### src/rtl/bfb_pkg.sv
// Shared types and constants of the bit field buffer.
package bfb_pkg;

  localparam int BUFFER_BYTES_DEF = 1024;
  localparam int MAX_FIELD_BITS_DEF = 64;

  localparam int START_W = 13;
  localparam int COUNT_W = 7;
  localparam int VALUE_W = 64;
  localparam int BYTE_W = 8;

  localparam logic CMD_PACK = 1'b0;
  localparam logic CMD_UNPACK = 1'b1;

  localparam logic [BYTE_W-1:0] BYTE_ONES = 8'hFF;
  localparam logic [2:0] BIT_FIRST = 3'd0;
  localparam logic [2:0] BIT_LAST = 3'd7;

  typedef enum logic [1:0] {
    ST_IDLE,
    ST_RUN,
    ST_FINISH
  } state_e;

  // Per-cycle control from the sequencer to the byte lane.
  typedef struct packed {
    logic       load;
    logic       step;
    logic       pack;
    logic [2:0] first_bit;
    logic [2:0] last_bit;
  } ctl_t;

endpackage

### src/rtl/bfb_lane.sv
// Byte lane: field shift registers and the read-modify-write merge of one byte.
module bfb_lane #(
  parameter int MAX_FIELD_BITS = bfb_pkg::MAX_FIELD_BITS_DEF
) (
  input  logic                        clk_i,
  input  bfb_pkg::ctl_t               ctl_i,
  input  logic [bfb_pkg::VALUE_W-1:0] write_value_i,
  input  logic [bfb_pkg::BYTE_W-1:0]  rd_data_i,
  output logic [bfb_pkg::BYTE_W-1:0]  wr_data_o,
  output logic [bfb_pkg::VALUE_W-1:0] read_value_o
);

  logic [MAX_FIELD_BITS-1:0]  val_q;
  logic [MAX_FIELD_BITS-1:0]  acc_q;
  logic [bfb_pkg::BYTE_W-1:0] mask;
  logic [bfb_pkg::BYTE_W-1:0] put_bits;
  logic [bfb_pkg::BYTE_W-1:0] got_bits;
  logic [2:0]                 align;
  logic [3:0]                 nbits;

  // Bits first_bit..last_bit of the byte (counted from its MSB) belong to the field.
  always_comb begin
    align = bfb_pkg::BIT_LAST - ctl_i.last_bit;
    nbits = {1'b0, ctl_i.last_bit} - {1'b0, ctl_i.first_bit} + 4'd1;
    mask = (bfb_pkg::BYTE_ONES >> ctl_i.first_bit) & (bfb_pkg::BYTE_ONES << align);
    put_bits = val_q[bfb_pkg::BYTE_W-1:0] << align;
    got_bits = (rd_data_i & mask) >> align;
    wr_data_o = (rd_data_i & ~mask) | (put_bits & mask);
  end

  // Packing walks the field from its last byte, consuming value bits from the bottom;
  // unpacking walks from the first byte and shifts bits in at the bottom.
  always_ff @(posedge clk_i) begin
    if (ctl_i.load) begin
      val_q <= write_value_i[MAX_FIELD_BITS-1:0];
      acc_q <= '0;
    end else if (ctl_i.step) begin
      if (ctl_i.pack) begin
        val_q <= val_q >> nbits;
      end else begin
        acc_q <= (acc_q << nbits) | MAX_FIELD_BITS'(got_bits);
      end
    end
  end

  assign read_value_o = bfb_pkg::VALUE_W'(acc_q);

endmodule

### config.mk
export PLATFORM = sky130hd
export DESIGN_NAME = bfb_lane
export DESIGN_NICKNAME = d
export VERILOG_FILES = /design/src/rtl/bfb_pkg.sv /design/src/rtl/bfb_lane.sv
export SDC_FILE = /design/constraint.sdc
export NUM_CORES = 1
export LEC_CHECK = 0
export BUFFER_PORTS_ARGS = -buffer_cell sky130_fd_sc_hd__buf_4
export CORE_UTILIZATION = 55
export CTS_CLUSTER_DIAMETER = 150
export DETAILED_ROUTE_END_ITERATION = 7
export PLACE_DENSITY = 0.76
export SYNTH_ARGS = -nofsm -noshare
export SYNTH_HDL_FRONTEND = slang
export SYNTH_SLANG_ARGS = --single-unit
### constraint.sdc
create_clock -name clk_i -period 4.5 [get_ports clk_i]
set_clock_uncertainty 0.05 [all_clocks]
set_input_delay 0.225 -clock clk_i [delete_from_list [all_inputs] [get_ports clk_i]]
set_output_delay 0.225 -clock clk_i [all_outputs]
set_load 0.02 [all_outputs]
==> run_results.csv, run 1 <==
group,metric,value,unit
finish,nNetsFinal,1183,
route,vias,9648,
finish,seq_area,3203,µm²
cts,cts_hold_buf,0,
floorplan,io-pin-count,154,
sta,tns,0,ps
floorplan,die_area,20090,µm²
cts,cts.path.max_buffers,2,
sta,finalHoldViolCount,0,
cts,clk_pin_slew,60,ps
cts,cts_resized,0,
global_routing,grt_overflow_total,0,
route,dr.pass1.iters,6,
cts,postCtsSetupBuffers,0,
floorplan,coreArea,18890,µm²
critical_path,cp.arrival,3920,ps
placed_design,gp_congestion,0.9071,
yosys,seq_area_frac_synth,29.82,%
sta,slew_headroom,32.73,%
floorplan,row_count,50,
cts,cts_buffers,17,
sta,finalCriticalPeriod,3709,ps
floorplan,start_util,56.85,%
route,routed_wl,32.28,mm
global_routing,grt_pass1_wl,50.69,mm
min_path,hold_class,"in -> reg",
sta,finalCritPeriodShare,82.42,%
cts,cts_tree,"done",
critical_path,critPathKind,"in -> reg",
pwr,finalPower,4.795,mW
yosys,synth_area,10740,µm²
placed_design,place_hpwl,22.03,mm
critical_path,worstRegToRegCells,4,
floorplan,die_y,141.7,µm
yosys,synth.distinct_cells,70,
finish,multi_input_area,6863,µm²
sta,slew_viol_final,0,
cts,root_buffer,"clkbuf_16",
sta,grt_setup_unrepaired,"no",
finish,area_growth,16.94,%
route,antenna_left,0,
placed_design,portBuffers,153,
sta,fmax,0.2696,GHz
critical_path,crit-reg2reg-launch,"val_q[63]",
global_routing,grt_pass1_vias,8918,
critical_path,crit_path_max_fanout,23,
sta,tightest_slew,1009,ps
flow_run,cap_violations,0,
route,routed_via_density,7.047,
yosys,syn-num-nets,1092,
pwr,cellPowerDensity,381.8,nW/µm²
yosys,yosys.cell_count.top_type,"mux2i_1",
route,wl_per_cell,23.58,µm
yosys,ys_ff_latch,128,
finish,drive_gt1_share,35.08,%
critical_path,cp.required,4720,ps
route,drc,0,
pwr,peakVddDrop,0.0003138,V
pwr,p_leak,4.934,nW
global_routing,grt_usage,32.38,%
critical_path,rrSetupSlack,2480,ps
global_routing,grt_max_degree,80,
yosys,synth_top_cell_area_share,18.24,%
critical_path,crit_path_start,"ctl_i[1]",
cts,clock_sink_count,128,
cts,clk_latency,430,ps
finish,fillers,1532,
route,wl_met1,13.39,mm
route,wl_met3,3.206,mm
yosys,synthFlopType,"edfxtp_1",
route,dr.max_layer_used,"met4",
yosys,yosysWarnings,0,
critical_path,reg2reg_to,"val_q[49]",
status,run_status,"finished, final reports clean",
yosys,synth_area_per_cell,10.69,µm²
sta,setup_viol,0,
yosys,synth_edf_count,64,
cts,htreeDepth,4,
route,wl_met2,15.01,mm
yosys,synthTopCellsByArea,"mux4_2 (18%), edfxtp_1 (18%), mux2i_1 (14%)",
yosys,synth_commonest_cells,"mux2i_1 (147), mux4_2 (87), dfxtp_1 (64), edfxtp_1 (64), mux2_2 (61)",
critical_path,cp-endpoint,"read_value_o[62]",
global_routing,antenna_found_initial,0,
route,drt_iter0_drc,1379,
critical_path,endpoint_kind,"register",
finish,antennaDiodeCount,0,
floorplan,die_x,141.7,µm
yosys,yosys.area.top_type,"mux4_2",
yosys,netlist_instances,1005,
critical_path,start_kind,"primary input",
yosys,async_reset_ff_share,0,%
==> sequential cells by signal, indices dropped and copies added, names as in the netlist <==
signal and cells:
read_value_o 64, val_q 64
==> final cells by class <==
class,instances,share of cell area (%)
multi-input combinational,722,54.64
sequential,128,25.50
timing repair buffer,178,11.24
clock buffer,19,3.447
tap,260,2.590
inverter,49,1.464
clock inverter,13,1.116
==> routing by layer <==
layer / vias up / GRT usage [%]
met1: 4718 / 46.67
met3: 57 / 6.480
met5: - / 0
li1: 4227 / -
met4: 0 / 9.281
met2: 646 / 49.39
==> critical path, cell delays in order <==
cell and delay [ps]:
buf_4 220, inv_1 220, ha_1 350, inv_1 100, ha_4 120, inv_1 50
fa_4 1110, buf_4 270, inv_2 140, buf_4 270, a211oi_1 220, a2111oi_0 100
a2111oi_0 510
==> metrics by stage <==
step / hold slack (ps) / worst slack (ps) / util [%] / cells / cell area, µm²
after floorplan: 366.2 / 1193 / - / 1005 / 10740
after global placement: 464.1 / 364.4 / 63.44 / 1337 / 11990
after detailed placement: 462.2 / 388.6 / 63.44 / 1337 / 11990
after CTS: 21.10 / 835.9 / 66.48 / 1369 / 12560
after global routing: 44.83 / 625.1 / 66.48 / 1369 / 12560
final: 24.85 / 791.3 / 66.48 / 1369 / 12560
==> cells by family (layout without fill, tap and decap cells) <==
group / count (synthesis) / count (layout) / share of synthesized area [%]
multiplexers: 295 / 295 / 38.34
AO/OA/AOI/OAI: 246 / 246 / 16.22
AND/OR/NAND/NOR: 174 / 174 / 8.085
buffers and inverters: 155 / 259 / 6.652
flip-flops: 128 / 128 / 29.82
adder cells (fa/ha/maj): 5 / 5 / 0.6524
XOR/XNOR: 2 / 2 / 0.2330
==> layout by cell type (no fill, tap or decap), types with 3 or more instances in the layout <==
master      instances
buf_12              6
a31o_2              4
mux2i_1           147
clkinv_4            4
nand3b_1            4
and3_1              4
mux4_2             87
nand2_1            45
a22oi_1             3
a211oi_1            5
o221a_2            14
buf_4             172
o21a_1              4
o22ai_1            44
o21ai_0            28
nand2b_1            4
inv_1              46
a31oi_1            12
a2111oi_0           3
nor2_1             25
mux2_2             61
nand3_1            56
a22o_1              3
a21oi_1            51
dfxtp_1            64
clkinvlp_4          3
nor2b_1             5
o221ai_1           46
clkbuf_16          17
o211ai_1            4
edfxtp_1           64
nor3b_1             3
nor3_1             11
a221oi_1            3
==> where the power goes <==
group          switching (mW)  internal, mW
Clock                   0.564         0.815
Sequential              0.172          1.39
Combinational           0.938         0.916
Total                    1.67          3.12
==> how the worst min path moves through the flow <==
stage | start | to | slack (ps) | cells after the start
floorplan | write_value_i[52] | val_q[52] | 370 | 2
global placement | write_value_i[54] | val_q[54] | 460 | 3
detailed placement | write_value_i[56] | val_q[56] | 460 | 3
CTS | write_value_i[56] | val_q[56] | 20 | 3
global route | write_value_i[56] | val_q[56] | 40 | 3
finish | write_value_i[56] | val_q[56] | 20 | 3
(Power assumes the default switching activity.)
==> run 2: changes to the inputs <==
--- a/config.mk
+++ b/config.mk
@@ -6,10 +6,10 @@
 export NUM_CORES = 1
 export LEC_CHECK = 0
 export BUFFER_PORTS_ARGS = -buffer_cell sky130_fd_sc_hd__buf_4
-export CORE_UTILIZATION = 55
+export CORE_UTILIZATION = 53
 export CTS_CLUSTER_DIAMETER = 150
 export DETAILED_ROUTE_END_ITERATION = 7
-export PLACE_DENSITY = 0.76
+export PLACE_DENSITY = 0.77
 export SYNTH_ARGS = -nofsm -noshare
 export SYNTH_HDL_FRONTEND = slang
 export SYNTH_SLANG_ARGS = --single-unit
==> constraint.sdc (replaced) <==
create_clock -name clk_i -period 3.2 [get_ports clk_i]
set_clock_uncertainty 0.05 [all_clocks]
set_input_delay 0.16 -clock clk_i [delete_from_list [all_inputs] [get_ports clk_i]]
set_output_delay 0.16 -clock clk_i [all_outputs]
set_load 0.02 [all_outputs]
==> run_results.csv, run 2 (same netlist as run 1, synthesis figures left out) <==
group,metric,value,unit
critical_path,critPathKind,"in -> reg",
pwr,internal_power,4.620,mW
finish,fillers,1542,
critical_path,start_kind,"primary input",
route,dr.pass1.iters,7,
floorplan,coreArea,19650,µm²
floorplan,die_y,144.4,µm
finish,drive_gt1_share,36.66,%
global_routing,grt_pass1_vias,9098,
sta,worst_slack,106.9,ps
finish,antennaDiodeCount,0,
placed_design,place_hpwl,22.98,mm
sta,finalHoldViolCount,2,
cts,cts_tree,"done",
finish,area_growth,21.38,%
global_routing,grt_max_degree,67,
pwr,cellPowerDensity,533.4,nW/µm²
route,wl_per_cell,23.14,µm
floorplan,start_util,54.65,%
sta,slew_headroom,51.18,%
floorplan,row_count,51,
route,routed_wl,32.77,mm
route,drt_iter0_drc,1159,
sta,grt_setup_unrepaired,"no",
min_path,hold_class,"in -> reg",
cts,clock_sink_count,128,
sta,fin_hold_ws,-2.632,ps
status,violations,"negative hold slack",
cts,cts_buffers,17,
finish,layout_commonest_cell,"buf_4",
pwr,p_sw,2.334,mW
finish,multi_input_area,6868,µm²
pwr,p_clk_share,29.6,%
flow_run,cap_violations,0,
pwr,comb_power_share,38.7,%
global_routing,grt_overflow_total,0,
finish,layout_common_cells,"buf_4 (199), mux2i_1 (147), mux4_2 (87)",
critical_path,cp.required,3420,ps
sta,finalCriticalPeriod,3093,ps
placed_design,dp_cells,1377,
pwr,finalPower,6.954,mW
sta,fmax,0.3233,GHz
finish,fin_cells,1416,
pwr,peakVddDrop,0.0004345,V
global_routing,antenna_found_initial,0,
route,routed_via_density,6.927,
finish,nNetsFinal,1225,
global_routing,grt_pass1_wl,50.51,mm
floorplan,die_area,20840,µm²
placed_design,gp_congestion,0.9247,
finish,seq_area,3203,µm²
critical_path,endpoint_kind,"register",
pwr,p_leak,5.185,nW
cts,root_buffer,"clkbuf_16",
cts,postCtsSetupBuffers,0,
route,antenna_left,0,
status,run_status,"finished, violations left",
floorplan,io-pin-count,154,
sta,setup_viol,0,
cts,clk_latency,430,ps
cts,cts.path.max_buffers,2,
critical_path,crit_path_max_fanout,29,
route,vias,9809,
critical_path,cp.arrival,3320,ps
sta,finalCritPeriodShare,96.66,%
route,drc,0,
sta,tns,0,ps
pwr,netSwitchingFraction,33.56,%
floorplan,die_x,144.4,µm
sta,tightest_slew,728.9,ps
placed_design,portBuffers,153,
cts,clk_pin_slew,60,ps
global_routing,grt_usage,31.77,%
pwr,p_seq_share,31.6,%
finish,fin_util,66.33,%
cts,htreeDepth,4,
placed_design,pre_cts_slack,-331.3,ps
sta,slew_viol_final,0,
[run 2: per-layer routing]
metal / wire length (µm) / track usage, %
met3: 3581 / 6.589
met2: 15180 / 48.18
met4: 741 / 10.19
met1: 13270 / 45.23
met5: 0 / 0
[run 2: critical path, stage by stage]
cell	delay (ps)
buf_4	120
inv_1	90
ha_1	240
inv_1	90
ha_4	120
inv_1	50
fa_4	880
buf_12	230
buf_12	190
inv_2	120
buf_4	220
a211oi_1	200
a2111oi_0	120
a2111oi_0	480
[run 2: final cells by class]
| type | instances | share of cell area, % |
|---|---|---|
| Clock inverter | 10 | 1.238 |
| Sequential cell | 128 | 24.57 |
| Inverter | 49 | 1.411 |
| Timing Repair Buffer | 220 | 14.15 |
| Clock buffer | 22 | 3.407 |
| Multi-Input combinational cell | 722 | 52.68 |
| Tap cell | 265 | 2.543 |
[run 2: worst paths after layout]
path,from,endpoint,slack [ps],cells past startpoint
max,ctl_i[1],read_value_o[62],110,14
min,write_value_i[58],val_q[58],-3,3
max reg2reg,val_q[40],val_q[30],1270,4
min reg2reg,read_value_o[23],read_value_o[23],490,2
[run 2: through the flow]
step	cell area, µm²	hold WS (ps)
2_1_floorplan	10740	301.2
3_3_place_gp	12360	396.7
3_5_place_dp	12360	408.3
4_1_cts	13030	0.2622
5_1_grt	13040	0.03231
6_report	13040	-2.632
[run 2: timing repair]
action                                 in CTS  in global routing
setup endpoints to repair                   0                  1
endpoints found under the hold margin       7                  0
gates resized for setup                     0                  1
hold buffers                                7                  0
[run 2: power groups by stage]
stage	combinational [mW]	sequential (mW)	clock, mW
after floorplan	1.95	2.13	0
after global placement	2.59	2.20	0
after detailed placement	2.64	2.20	0
after CTS	2.66	2.18	2.06
after global routing	2.86	2.21	2.13
final	2.69	2.20	2.06
==> run 3: changes to the inputs <==
--- a/config.mk
+++ b/config.mk
@@ -6,6 +6,7 @@
 export NUM_CORES = 1
 export LEC_CHECK = 0
 export BUFFER_PORTS_ARGS = -buffer_cell sky130_fd_sc_hd__buf_4
+export CORE_ASPECT_RATIO = 0.75
 export CORE_UTILIZATION = 53
 export CTS_CLUSTER_DIAMETER = 150
 export DETAILED_ROUTE_END_ITERATION = 7
==> run_results.csv, run 3 (same netlist as run 1, synthesis figures left out) <==
group,metric,value,unit
status,run_status,"finished, violations left",
status,violations,"design-rule violations",
route,dr.max_layer_used,"met4",
pwr,netSwitchingFraction,35.62,%
cts,cts_buffers,17,
cts,cts.path.max_buffers,2,
pwr,p_seq_share,31.9,%
pwr,p_sw,2.453,mW
flow_run,cap_violations,0,
critical_path,worstRegToRegCells,4,
critical_path,endpoint_kind,"register",
critical_path,cp-endpoint,"val_q[10]",
global_routing,grt_pass1_vias,9053,
global_routing,grt_overflow_total,0,
route,wl_met1,14.24,mm
placed_design,portBuffers,153,
critical_path,crit-reg2reg-launch,"val_q[11]",
floorplan,row_count,44,
sta,grt_setup_unrepaired,"no",
finish,layout_common_cells,"buf_4 (203), mux2i_1 (144), mux4_2 (87)",
cts,clk_latency,430,ps
sta,worst_slack,168.4,ps
floorplan,die_x,166.4,µm
critical_path,slowest_stage,"fa_4",
sta,setup_viol,0,
critical_path,reg2reg_to,"val_q[10]",
route,drc,7,
pwr,cellPowerDensity,528.1,nW/µm²
finish,layout_commonest_cell,"buf_4",
route,wl_met2,13.97,mm
pwr,internal_power,4.433,mW
global_routing,grt_usage,31.65,%
critical_path,cp.arrival,3130,ps
sta,finalHoldViolCount,0,
placed_design,postPlaceCellArea,12330,µm²
route,wl_met3,4.727,mm
critical_path,cpMostUsedCell,"inv_1",
sta,tightest_slew,843.0,ps
sta,slew_headroom,43.80,%
sta,fin_hold_ws,19.28,ps
pwr,finalPower,6.886,mW
critical_path,crit_chain,"buf_4 > inv_1 > ha_1 > inv_1 > ha_4 > inv_1 > fa_4 > buf_12 > mux4_2 > mux2_2 > o22ai_1 > a21oi_1",
pwr,peakVddDrop,0.0003479,V
global_routing,antenna_found_initial,0,
route,vias,9959,
route,dr.pass1.iters,8,
placed_design,gp_congestion,0.9571,
finish,nNetsFinal,1231,
route,routed_wl,33.41,mm
critical_path,crit_path_start,"ctl_i[1]",
finish,drive_gt1_share,37.42,%
cts,cts_tree,"done",
floorplan,die_y,125.3,µm
route,routed_via_density,7.063,
floorplan,die_area,20840,µm²
finish,fin_util,66.53,%
finish,antennaDiodeCount,0,
cts,htreeDepth,4,
critical_path,slowest_delay,860,ps
critical_path,start_kind,"primary input",
sta,finalCriticalPeriod,3032,ps
placed_design,place_hpwl,23.38,mm
route,antenna_left,0,
sta,slew_viol_final,0,
pwr,p_clk_share,28.2,%
cts,root_buffer,"clkbuf_16",
critical_path,critPathKind,"in -> reg",
route,wl_per_cell,23.69,µm
min_path,hold_class,"in -> reg",
cts,clock_sink_count,128,
finish,area_growth,21.41,%
placed_design,pre_cts_slack,-334.1,ps
floorplan,io-pin-count,154,
floorplan,coreArea,19600,µm²
global_routing,grt_max_degree,66,
sta,fmax,0.3299,GHz
critical_path,cp.required,3300,ps
floorplan,start_util,54.80,%
cts,clk_pin_slew,70,ps
sta,finalCritPeriodShare,94.74,%
finish,design_area,13040,µm²
critical_path,crit_path_max_fanout,20,
pwr,comb_power_share,39.9,%
pwr,p_leak,5.198,nW
route,drt_iter0_drc,1671,
global_routing,grt_pass1_wl,52.07,mm
critical_path,rrSetupSlack,1200,ps
## run 3: how the worst min path moves through the flow
stage | startpoint | to | slack [ps] | cells after the start
floorplan | write_value_i[52] | val_q[52] | 300 | 2
global placement | write_value_i[54] | val_q[54] | 390 | 3
detailed placement | write_value_i[54] | val_q[54] | 400 | 3
CTS | write_value_i[36] | val_q[36] | 10 | 3
global route | write_value_i[41] | val_q[41] | 20 | 2
finish | write_value_i[13] | val_q[13] | 20 | 3
## run 3: per-layer routing
metal / vias to the layer above / GRT usage [%]
li1: 4318 / -
met1: 4770 / 49.39
met2: 829 / 43.13
met3: 42 / 7.946
met4: 0 / 7.625
met5: - / 0
## run 3: power groups by stage
stage	registers (mW)	logic, mW	clock network, mW
after global placement	2.20	2.60	0
after floorplan	2.13	1.95	0
final	2.20	2.75	1.94
after detailed placement	2.20	2.64	0
after global routing	2.20	2.91	2.02
after CTS	2.17	2.67	1.95
## run 3: critical path, delay by kind of cell
kind,cells,cell delay (ps)
buffers and inverters,5,490
adders and majority gates,3,1280
AOI/OAI and AO/OA,2,340
muxes,2,850
## run 3: final cells by class
type | instances | area (µm²)
inverter | 49 | 183.9
multi-input combinational | 722 | 6874
fill | 1475 | 6559
tap | 253 | 316.6
clock inverter | 15 | 147.6
timing repair buffer | 226 | 1889
sequential | 128 | 3203
clock buffer | 17 | 425.4
## run 3: what timing repair did
item / in CTS / in global routing
buffers inserted: 0 / 0
endpoints found under the setup margin: 0 / 6
resized for setup: 0 / 3
hold buffers: 10 / 0
hold endpoints to repair: 10 / 0
## run 3: per-stage QoR
step / instances / TNS (ps)
finish: 1410 / 0
floorplan: 1005 / 0
global route: 1410 / 0
detailed placement: 1367 / -19880
CTS: 1409 / 0
global placement: 1367 / -19630
