**src/rtl/bfb_pkg.sv**
```systemverilog
// Shared types and constants of the bit field buffer.
package bfb_pkg;

  localparam int BUFFER_BYTES_DEF = 1024;
  localparam int MAX_FIELD_BITS_DEF = 64;

  localparam int START_W = 13;
  localparam int COUNT_W = 7;
  localparam int VALUE_W = 64;
  localparam int BYTE_W = 8;

  localparam logic CMD_PACK = 1'b0;
  localparam logic CMD_UNPACK = 1'b1;

  localparam logic [BYTE_W-1:0] BYTE_ONES = 8'hFF;
  localparam logic [2:0] BIT_FIRST = 3'd0;
  localparam logic [2:0] BIT_LAST = 3'd7;

  typedef enum logic [1:0] {
    ST_IDLE,
    ST_RUN,
    ST_FINISH
  } state_e;

  // Per-cycle control from the sequencer to the byte lane.
  typedef struct packed {
    logic       load;
    logic       step;
    logic       pack;
    logic [2:0] first_bit;
    logic [2:0] last_bit;
  } ctl_t;

endpackage

```
**src/rtl/bfb_seq.sv**
```systemverilog
// Sequencer: range check and the walk over the bytes that a field spans.
module bfb_seq #(
  parameter int BUFFER_BYTES = bfb_pkg::BUFFER_BYTES_DEF,
  parameter int MAX_FIELD_BITS = bfb_pkg::MAX_FIELD_BITS_DEF,
  localparam int AddrW = $clog2(BUFFER_BYTES)
) (
  input  logic                        clk_i,
  input  logic                        rst_ni,
  input  logic                        in_valid_i,
  input  logic                        cmd_i,
  input  logic [bfb_pkg::START_W-1:0] bit_start_i,
  input  logic [bfb_pkg::COUNT_W-1:0] bit_count_i,
  input  logic                        out_free_i,
  output logic                        in_ready_o,
  output bfb_pkg::ctl_t               ctl_o,
  output logic                        rd_en_o,
  output logic [AddrW-1:0]            rd_addr_o,
  output logic                        wr_en_o,
  output logic [AddrW-1:0]            wr_addr_o,
  output logic                        finish_o,
  output logic                        err_o
);

  localparam int LimW = AddrW + 4;
  localparam int SumW = (LimW > bfb_pkg::START_W + 1) ? LimW : bfb_pkg::START_W + 1;
  localparam logic [SumW-1:0] BitLimit = SumW'(BUFFER_BYTES * 8);
  localparam logic [bfb_pkg::COUNT_W-1:0] MaxCount = bfb_pkg::COUNT_W'(MAX_FIELD_BITS);

  bfb_pkg::state_e state_q, state_d;

  logic             accept;
  logic             issuing;
  logic [SumW-1:0]  start_ext;
  logic [SumW-1:0]  end_sum;
  logic [SumW-1:0]  end_pos;
  logic             err_in;
  logic             empty_in;

  logic             cmd_q;
  logic             err_q;
  logic             skip_q;
  logic [AddrW-1:0] first_addr_q;
  logic [AddrW-1:0] last_addr_q;
  logic [2:0]       first_bit_q;
  logic [2:0]       last_bit_q;
  logic [AddrW-1:0] cur_q;
  logic             issue_done_q;
  logic             cur_first;
  logic             cur_last;
  logic             cur_stop;

  logic             s2_valid_q;
  logic [AddrW-1:0] s2_addr_q;
  logic [2:0]       s2_first_q;
  logic [2:0]       s2_last_bit_q;
  logic             s2_end_q;

  always_comb begin
    start_ext = SumW'(bit_start_i);
    end_sum = start_ext + SumW'(bit_count_i);
    end_pos = end_sum - SumW'(1);
    err_in = (bit_count_i > MaxCount) || (end_sum > BitLimit);
    empty_in = (bit_count_i == '0);
  end

  assign accept = in_valid_i && in_ready_o;
  assign issuing = (state_q == bfb_pkg::ST_RUN) && !issue_done_q;
  assign cur_first = (cur_q == first_addr_q);
  assign cur_last = (cur_q == last_addr_q);
  assign cur_stop = (cmd_q == bfb_pkg::CMD_PACK) ? cur_first : cur_last;

  always_comb begin
    state_d = state_q;
    case (state_q)
      bfb_pkg::ST_IDLE: begin
        if (accept) begin
          state_d = (err_in || empty_in) ? bfb_pkg::ST_FINISH : bfb_pkg::ST_RUN;
        end
      end
      bfb_pkg::ST_RUN: begin
        if (s2_valid_q && s2_end_q) begin
          state_d = bfb_pkg::ST_FINISH;
        end
      end
      bfb_pkg::ST_FINISH: begin
        if (out_free_i) begin
          state_d = bfb_pkg::ST_IDLE;
        end
      end
      default: state_d = bfb_pkg::ST_IDLE;
    endcase
  end

  always_comb begin
    in_ready_o = (state_q == bfb_pkg::ST_IDLE);
    finish_o = (state_q == bfb_pkg::ST_FINISH) && out_free_i;
    err_o = err_q && !skip_q;
    rd_en_o = issuing;
    rd_addr_o = cur_q;
    wr_en_o = s2_valid_q && (cmd_q == bfb_pkg::CMD_PACK);
    wr_addr_o = s2_addr_q;
    ctl_o.load = accept;
    ctl_o.step = s2_valid_q;
    ctl_o.pack = (cmd_q == bfb_pkg::CMD_PACK);
    ctl_o.first_bit = s2_first_q;
    ctl_o.last_bit = s2_last_bit_q;
  end

  always_ff @(posedge clk_i or negedge rst_ni) begin
    if (!rst_ni) begin
      state_q <= bfb_pkg::ST_IDLE;
      issue_done_q <= 1'b1;
      s2_valid_q <= 1'b0;
    end else begin
      state_q <= state_d;
      s2_valid_q <= issuing;
      if (accept) begin
        issue_done_q <= 1'b0;
      end else if (issuing && cur_stop) begin
        issue_done_q <= 1'b1;
      end
    end
  end

  always_ff @(posedge clk_i) begin
    if (accept) begin
      cmd_q <= cmd_i;
      err_q <= err_in;
      skip_q <= 1'b0;
      first_addr_q <= AddrW'(start_ext >> 3);
      last_addr_q <= AddrW'(end_pos >> 3);
      first_bit_q <= bit_start_i[2:0];
      last_bit_q <= end_pos[2:0];
      cur_q <= (cmd_i == bfb_pkg::CMD_PACK) ? AddrW'(end_pos >> 3) : AddrW'(start_ext >> 3);
    end else if (issuing && !cur_stop) begin
      cur_q <= (cmd_q == bfb_pkg::CMD_PACK) ? cur_q - AddrW'(1) : cur_q + AddrW'(1);
    end
    if (issuing) begin
      s2_addr_q <= cur_q;
      s2_first_q <= cur_first ? first_bit_q : bfb_pkg::BIT_FIRST;
      s2_last_bit_q <= cur_last ? last_bit_q : bfb_pkg::BIT_LAST;
      s2_end_q <= cur_stop;
    end
  end

  assert property (@(posedge clk_i) disable iff (!rst_ni)
    s2_valid_q |-> state_q == bfb_pkg::ST_RUN)
    else $error("byte in flight outside of a field walk");

  assert property (@(posedge clk_i) disable iff (!rst_ni)
    s2_valid_q |-> s2_first_q <= s2_last_bit_q)
    else $error("empty bit span inside a byte");

  assert property (@(posedge clk_i) disable iff (!rst_ni)
    state_q == bfb_pkg::ST_RUN |-> !err_q)
    else $error("rejected field reached the store");

endmodule

```
**config.mk**
```make
export PLATFORM = sky130hd
export DESIGN_NAME = bfb_seq
export DESIGN_NICKNAME = d
export VERILOG_FILES = /design/src/rtl/bfb_pkg.sv /design/src/rtl/bfb_seq.sv
export SDC_FILE = /design/constraint.sdc
export NUM_CORES = 1
export LEC_CHECK = 0
export ABC_AREA = 1
export BUFFER_PORTS_ARGS = -buffer_cell sky130_fd_sc_hd__buf_2
export CORE_MARGIN = 5
export CORE_UTILIZATION = 45
export CTS_CLUSTER_SIZE = 24
export DETAILED_ROUTE_END_ITERATION = 12
export PLACE_DENSITY = 0.68
export SYNTH_ARGS = -nofsm -noshare
export SYNTH_HDL_FRONTEND = slang
export SYNTH_SLANG_ARGS = --single-unit
```
**constraint.sdc**
```tcl
create_clock -name clk_i -period 7.3 [get_ports clk_i]
set_clock_uncertainty 0.05 [all_clocks]
set_input_delay 0.365 -clock clk_i [delete_from_list [all_inputs] [get_ports clk_i]]
set_output_delay 0.365 -clock clk_i [all_outputs]
set_load 0.1 [all_outputs]
```
==> summary.md, run 1 <==
For the max-cap check violation count, the log shows 0. STA classifies the critical path endpoint as a primary output. The count of instances resized after the clock tree is built was 0. Fill cells in the final layout number 774.

The core region is 0.008175 mm^2. The number of synthesized flops with an enable pin is 55. The remaining design rule violation count was 0. The root buffer cell chosen for the clock tree is sky130_fd_sc_hd__clkbuf_8. The share of synthesized area occupied by flip-flops and latches is 0.4658. After global routing the overflow that remains totals 0. The synthesized area was 0.003764 mm^2. The post-synthesis async set-or-reset flop share is 0.06780, and the count of TritonRoute iterations in the first routing pass is 4.

The most frequently used flop master after synthesis was sky130_fd_sc_hd__edfxtp_1. The number of standard cells in the layout, taps in and fillers out is 619, and the y dimension of the die is 101.5 um. For the number of top-level pins, the log shows 59. Data on the critical path is required at its endpoint by 6.88 ns. The tools report the total via count in the routed design as 3,076.

The run gives 0 as the number of nets with antenna violations after detailed routing. The congestion estimate from routability-driven global placement came to 0.8531. After synthesis the netlist holds a flip-flop and latch count of 59.

For the total negative slack, the log shows 0 ns. The multi-input combinational cells in the finished layout cover a total of 0.001727 mm^2. Detail-routed net length per standard cell: 13.28 um. Power spread over the standard cell area amounts to 451.7 mW/mm^2.

The tools report the number of setup violations in the final report as 0. The tools report the number of global-route vias before repair as 3,015. The fraction of final layout cells with drive strength greater than 1 is 0.2160, and the number of vias per cell after detailed routing is 4.969.

The final hold violation count was 0; the count of routing violations after the opening detailed-route iteration was 186. The run gives 0.1290 mV as the maximum resistive drop on vdd. The longest clock path from root to sink contains 2 buffers. Timing would allow up to 398.4 MHz. Entering global routing, the biggest net connects 41 pins. The biggest area contributor in the post-synthesis netlist is sky130_fd_sc_hd__edfxtp_1. Setup repair after global routing left no endpoint under its margin. After detailed routing, the total wire length is 8222 um.

The setup fix buffers added after clock tree synthesis is 0, and the area growth from synthesis to layout is 16.76%. The worst setup path is of the flip-flop to primary output kind. TritonCTS built the clock tree.

The number of antenna violations at the first check in global routing is 0, and the number of distinct library cells after synthesis is 39. For the combined global-route utilization of all metal layers, the log shows 0.1740. The clock drives 59 sinks. The level count of the clock H-tree was 3. Synthesized netlist net count: 487. During placement, the flow inserted port buffers numbering 58.

The starting utilization of the core area came out at 0.4604. Measured along the x axis, the die boundary spans 101.5 um. The clock reaches the later pin of the worst-skew pair after 0.33 ns.

In the post-synthesis netlist, the cell with the most instances is sky130_fd_sc_hd__nand2_1. Actual transition at the worst max-transition pin: 1.003 ns. After synthesis, the mean cell area works out to 8.496 um^2. The minimum setup slack in the final design is 4.790 ns, and the clock-pin slew reported for the worst setup and hold paths after clock tree synthesis is 0.07 ns. The first global-routing pass estimated 14,040 um of wire.

The count of pins over their slew limit came out at 0. STA puts the critical path data arrival time at 2.09 ns. Of all nets on the critical path, the largest fanout is 40. The number of antenna diodes in the final layout is 0. In this run the static leakage power is 2.017 nW. The number of nets in the layout was 553. The run finished with clean final reports. By area the synthesized netlist is led by sky130_fd_sc_hd__edfxtp_1, sky130_fd_sc_hd__nand2_1, sky130_fd_sc_hd__inv_1. STA classifies the critical path startpoint as a flip-flop. In this run the cell area measured after placement is 0.004179 mm^2. The share of the synthesized area in the top cell type works out to 0.4388.

Registers take 0.001753 mm^2. The cell count after synthesis came out at 443. By count the netlist is led by sky130_fd_sc_hd__nand2_1, sky130_fd_sc_hd__inv_1, sky130_fd_sc_hd__edfxtp_1. The cell count after placement is 602. Before CTS, the worst setup slack after placement is 4.629 ns. Worst relative slew slack: 0.3266. Portion of the clock cycle consumed by the worst path in the final layout: 0.3438. The logs give 0.004394 mm^2 for the area of all placed cells without fillers and 0.01029 mm^2 for the floorplan die area. The number of cell rows was 33. Once detailed placement completed, the half-perimeter wirelength came to 6488 um. In this run, CTS created clock tree buffers numbering 9. For this run, the number of Yosys warnings is 0.

The worst path needs 2.510 ns of the cycle, external delays included. The worst hold path belongs to the class primary input to flip-flop.
## final timing paths
path | from | slack (ns) | cells after the start | to
min in group asynchronous | rst_ni | 0.32 | 2 | s2_valid_q
max in group asynchronous | rst_ni | 6.68 | 2 | issue_done_q
min | bit_start_i[0] | 0.18 | 1 | first_bit_q[0]
min reg2reg | issue_done_q | 0.44 | 2 | issue_done_q
max | state_q[1] | 4.79 | 5 | ctl_o[8]
max reg2reg | cmd_q | 4.80 | 11 | rd_addr_o[6]
## sequential cells by signal, summed over array words and instances, names as in the netlist
register and cells:
cmd_q 1, err_q 1, first_addr_q 10, first_bit_q 3
issue_done_q 1, last_addr_q 10, last_bit_q 3, rd_addr_o 10
s2_end_q 1, s2_first_q 3, s2_last_bit_q 3, s2_valid_q 1
state_q 2, wr_addr_o 10
## cells by family (layout without fill, tap and decap cells)
kind of cell	Yosys count	count (layout)	synth area share
compound gates	51	51	0.07846
fa+ha+maj	19	19	0.06715
flops	59	59	0.4658
xor+xnor	19	19	0.04422
simple gates	219	219	0.2663
buf+inv	76	147	0.07812
## critical path, stage by stage (launching register included)
cell and delay [ns]:
sky130_fd_sc_hd__dfrtp_1 0.41, sky130_fd_sc_hd__nor2_1 0.20, sky130_fd_sc_hd__inv_1 0.12, sky130_fd_sc_hd__nor2_4 0.09
sky130_fd_sc_hd__buf_4 0.42, sky130_fd_sc_hd__buf_2 0.52
## through the flow
step,utilization,hold slack [ns],power (mW)
floorplan,-,0.01941,1.502
global placement,0.5112,0.1202,1.679
detailed placement,0.5112,0.1218,1.693
CTS,0.5375,0.1594,1.998
global route,0.5375,0.1485,2.113
finish,0.5375,0.1786,1.985
## what timing repair did
item,CTS,global route
endpoints found under the hold margin,4,0
setup endpoints to repair,0,0
hold buffers,1,0
## layout by cell type, fill, tap and decap left out, drive strengths merged, types with 12 or more instances in the layout
master,count
nand2,121
edfxtp,55
nor2,41
ha,17
o21ai,19
a21oi,21
clkbuf,12
nand3,30
buf,60
inv,70
## layout make-up
type,count,area share
flip-flops and latches,59,0.3989
inverters,70,0.05980
well taps,105,0.02990
clock inverters,4,0.01139
clock buffers,12,0.03531
repair buffers,61,0.07175
multi-input cells,308,0.3929
## report_power, final
part / switching (mW) / internal [mW] / leakage, nW
logic: 0.839 / 0.244 / 1.36
registers: 0.0793 / 0.525 / 0.560
clock network: 0.122 / 0.176 / 0.0986
## per-layer routing
layer / global-route usage / vias to the layer above / routed length (um)
met4: 0.07873 / 0 / 200
li1: - / 1594 / -
met2: 0.2757 / 85 / 3764
met1: 0.2292 / 1385 / 3779
met3: 0.03650 / 12 / 477
met5: 0 / - / 0
No activity file was read; power rests on OpenSTA's default activity.
==> run 2: changes to the inputs <==
--- a/config.mk
+++ b/config.mk
@@ -11,7 +11,7 @@
 export CORE_UTILIZATION = 45
 export CTS_CLUSTER_SIZE = 24
 export DETAILED_ROUTE_END_ITERATION = 12
-export PLACE_DENSITY = 0.68
+export PLACE_DENSITY = 0.7
 export SYNTH_ARGS = -nofsm -noshare
 export SYNTH_HDL_FRONTEND = slang
 export SYNTH_SLANG_ARGS = --single-unit
==> constraint.sdc (replaced) <==
create_clock -name clk_i -period 2.2 [get_ports clk_i]
set_clock_uncertainty 0.05 [all_clocks]
set_input_delay 0.11 -clock clk_i [delete_from_list [all_inputs] [get_ports clk_i]]
set_output_delay 0.11 -clock clk_i [all_outputs]
set_load 0.1 [all_outputs]
==> summary.md, run 2 (same netlist as run 1, synthesis figures left out) <==
The run gives 1 (was 0) as the number of setup violations in the final report. The critical path capture point type is a flip-flop (was a primary output). The tools report the leakage component of the power as 2.315 nW (was 2.017 nW). The count of pins over their slew limit was 0 (unchanged).

The checks that failed: negative setup slack. The worst path in the final design needs a cycle of 2.230 ns, including I/O delays and setup. The number of diodes added for antenna fixing was 0 (unchanged). The tools report the cell chosen for the clock root as sky130_fd_sc_hd__clkbuf_8 (unchanged). Setup repair after global routing could not meet its margin everywhere. The tools report the minimum hold slack as 0.02459 ns (was 0.1786 ns). The fraction of final layout cells with drive strength greater than 1 works out to 0.3571 (was 0.2160). For the combined global-route utilization of all metal layers, the log shows 0.1854 (was 0.1740). The area growth from synthesis to layout is 36.47% (was 16.76%).

The type of the worst setup path was flip-flop to flip-flop (was flip-flop to primary output). The tools report the area of the core region as 0.008175 mm^2 (unchanged). For the maximum number of pins on one net before global-route repair, the log shows 41 (unchanged). The tools report the wire length of the first global-routing pass as 15,070 um (was 14,040 um). The run gives 33 (unchanged) as the number of cell rows.

The estimated wirelength of the detail-placed design was 6962 um (was 6488 um). The max-cap check violation count was 0 (unchanged); the maximum frequency from static timing analysis was 448.4 MHz. The most common cell after layout, fill and taps aside is sky130_fd_sc_hd__nand2_1 (unchanged).

Portion of the clock cycle consumed by the worst path in the final layout: 1.014. The overflow left after global routing came out at 0 (unchanged). The class of the worst hold path is primary input to flip-flop (unchanged).

The die span in x works out to 101.5 um (unchanged). The tools report the arrival time at the worst endpoint as 2.27 ns (was 2.09 ns). For the total wirelength of the detailed-routed design, the log shows 9348 um (was 8222 um). The critical-path maximum fanout was 6 (was 40). The number of buffers inserted during clock tree synthesis is 9 (unchanged), and the power per standard cell area is 1464 mW/mm^2 (was 451.7 mW/mm^2).

The tools report the number of antenna violations at the first check in global routing as 0 (unchanged). The tools report the maximum clock insertion buffer count as 2 (unchanged). Final weighted congestion of routability-driven global placement: 0.8151 (was 0.8531).

The level count of the clock H-tree is 3 (unchanged). The run gives 0 (unchanged) as the final hold violation count. The run gives 0 (unchanged) as the number of nets with antenna violations after detailed routing. Most frequent cells in the layout: sky130_fd_sc_hd__nand2_1, sky130_fd_sc_hd__inv_1, sky130_fd_sc_hd__edfxtp_1, sky130_fd_sc_hd__buf_2, sky130_fd_sc_hd__buf_4 (was sky130_fd_sc_hd__nand2_1, sky130_fd_sc_hd__inv_1, sky130_fd_sc_hd__buf_2, sky130_fd_sc_hd__edfxtp_1, sky130_fd_sc_hd__nor2_1). The remaining design rule violation count was 0 (unchanged).

The minimum setup slack in the final design was -0.03017 ns (was 4.790 ns); the floorplan die area was 0.01029 mm^2 (unchanged). The required time of the worst setup path is 2.24 ns (was 6.88 ns), and the number of vias per cell after detailed routing is 4.876 (was 4.969). The sink count of the clock tree was 59 (unchanged). The detail-routed net length per standard cell is 13.77 um (was 13.28 um).

For the worst slack at placement, the log shows -0.2350 ns (was 4.629 ns). The run gives 613 (was 553) as the number of nets in the layout. The kind of launch point of the worst setup path was a flip-flop (unchanged). TritonCTS built the clock tree.

Number of global-route vias before repair: 3,266 (was 3,015). The y dimension of the die is 101.5 um (unchanged), and the total via count in the routed design is 3,311 (was 3,076). The starting utilization of the core area is 0.4604 (unchanged), and the actual transition at the worst max-transition pin is 0.4947 ns (was 1.003 ns). The run finished, with violations left.

The number of filler instances in the final layout was 694 (was 774); the total negative slack was -0.03017 ns (was 0 ns). The count of TritonRoute iterations in the first routing pass came out at 4 (unchanged). The count of routing violations after the opening detailed-route iteration is 162 (was 186), and the number of top-level pins is 59 (unchanged). The worst relative slew slack was 0.6724 (was 0.3266); the clock-pin slew reported for the worst setup and hold paths after clock tree synthesis was 0.07 ns (about the same). The total of buffers placed on input and output ports is 58 (unchanged), and the maximum resistive drop on vdd is 0.4657 mV (was 0.1290 mV). The source-to-sink clock delay at the later pin of the worst-skew pair is 0.33 ns (about the same).
==> run 2: changes by cell type in the layout (fill, tap and decap cells not counted), sizes merged <==
cell / previous run / this run
clkinv: 1 / 2
clkbuf: 12 / 9
inv: 70 / 69
buf: 60 / 110
dlygate4sd3: 1 / 11
clkinvlp: 2 / 5
==> run 2: layer usage <==
| layer | vias to the layer above | GRT usage | wire length (um) |
|---|---|---|---|
| li1 | 1717 | - | - |
| met1 | 1516 | 0.2412 | 4239 |
| met2 | 67 | 0.3104 | 4504 |
| met3 | 11 | 0.03237 | 405 |
| met4 | 0 | 0.06748 | 198 |
| met5 | - | 0 | 0 |
==> run 2: final timing paths <==
check / from / to / slack, ns / cells past startpoint
worst max register to register: cmd_q / rd_addr_o[6] / -0.03 / 11
worst min register to register: issue_done_q / issue_done_q / 0.45 / 2
worst min-delay path: bit_start_i[8] / first_addr_q[5] / 0.02 / 1
min in group asynchronous: rst_ni / state_q[1] / 0.06 / 2
worst max-delay path: cmd_q / rd_addr_o[6] / -0.03 / 11
max in group asynchronous: rst_ni / issue_done_q / 1.83 / 2
==> run 2: metrics by stage <==
stage | util | cell area [um^2] | power, mW | instances
after global placement | 0.5519 | 4512 | 5.951 | 635
after global routing | 0.6283 | 5136 | 7.964 | 679
after detailed placement | 0.5519 | 4512 | 6.041 | 635
after CTS | 0.5906 | 4828 | 7.049 | 663
final | 0.6283 | 5136 | 7.520 | 679
after floorplan | - | 3837 | 5.085 | 443
==> run 2: report_power, final <==
| group | internal, mW | switching, mW | leakage (nW) |
|---|---|---|---|
| Combinational | 1.41 | 3.16 | 1.67 |
| Sequential | 1.74 | 0.249 | 0.560 |
| Clock | 0.516 | 0.446 | 0.0849 |
==> run 2: timing repair <==
action                                 CTS  global route
pin swaps                                2            26
resized for setup                        5            46
hold buffers                            11             0
setup buffers                            1            16
endpoints found under the hold margin   14             0
setup endpoints to repair                5            15
==> run 2: area by class of cell <==
type / count / area [um^2] / area share
Timing Repair Buffer: 121 / 850.8 / 0.1657
Tap cell: 105 / 131.4 / 0.02558
Inverter: 70 / 266.5 / 0.05189
Clock buffer: 9 / 123.9 / 0.02412
Sequential cell: 59 / 1753 / 0.3413
Multi-Input combinational cell: 308 / 1942 / 0.3781
Clock inverter: 7 / 68.82 / 0.01340
==> run 2: worst max-delay path: stages, from the launching register on <==
cell and delay, ns:
sky130_fd_sc_hd__edfxtp_1 0.40, sky130_fd_sc_hd__clkinvlp_4 0.21, sky130_fd_sc_hd__fa_2 0.44, sky130_fd_sc_hd__nand2_2 0.08
sky130_fd_sc_hd__inv_2 0.04, sky130_fd_sc_hd__o21ai_2 0.13, sky130_fd_sc_hd__nand2_2 0.08, sky130_fd_sc_hd__nand2_2 0.09
sky130_fd_sc_hd__nand2_2 0.05, sky130_fd_sc_hd__a21oi_2 0.13, sky130_fd_sc_hd__xor2_1 0.19, sky130_fd_sc_hd__o21ai_1 0.09
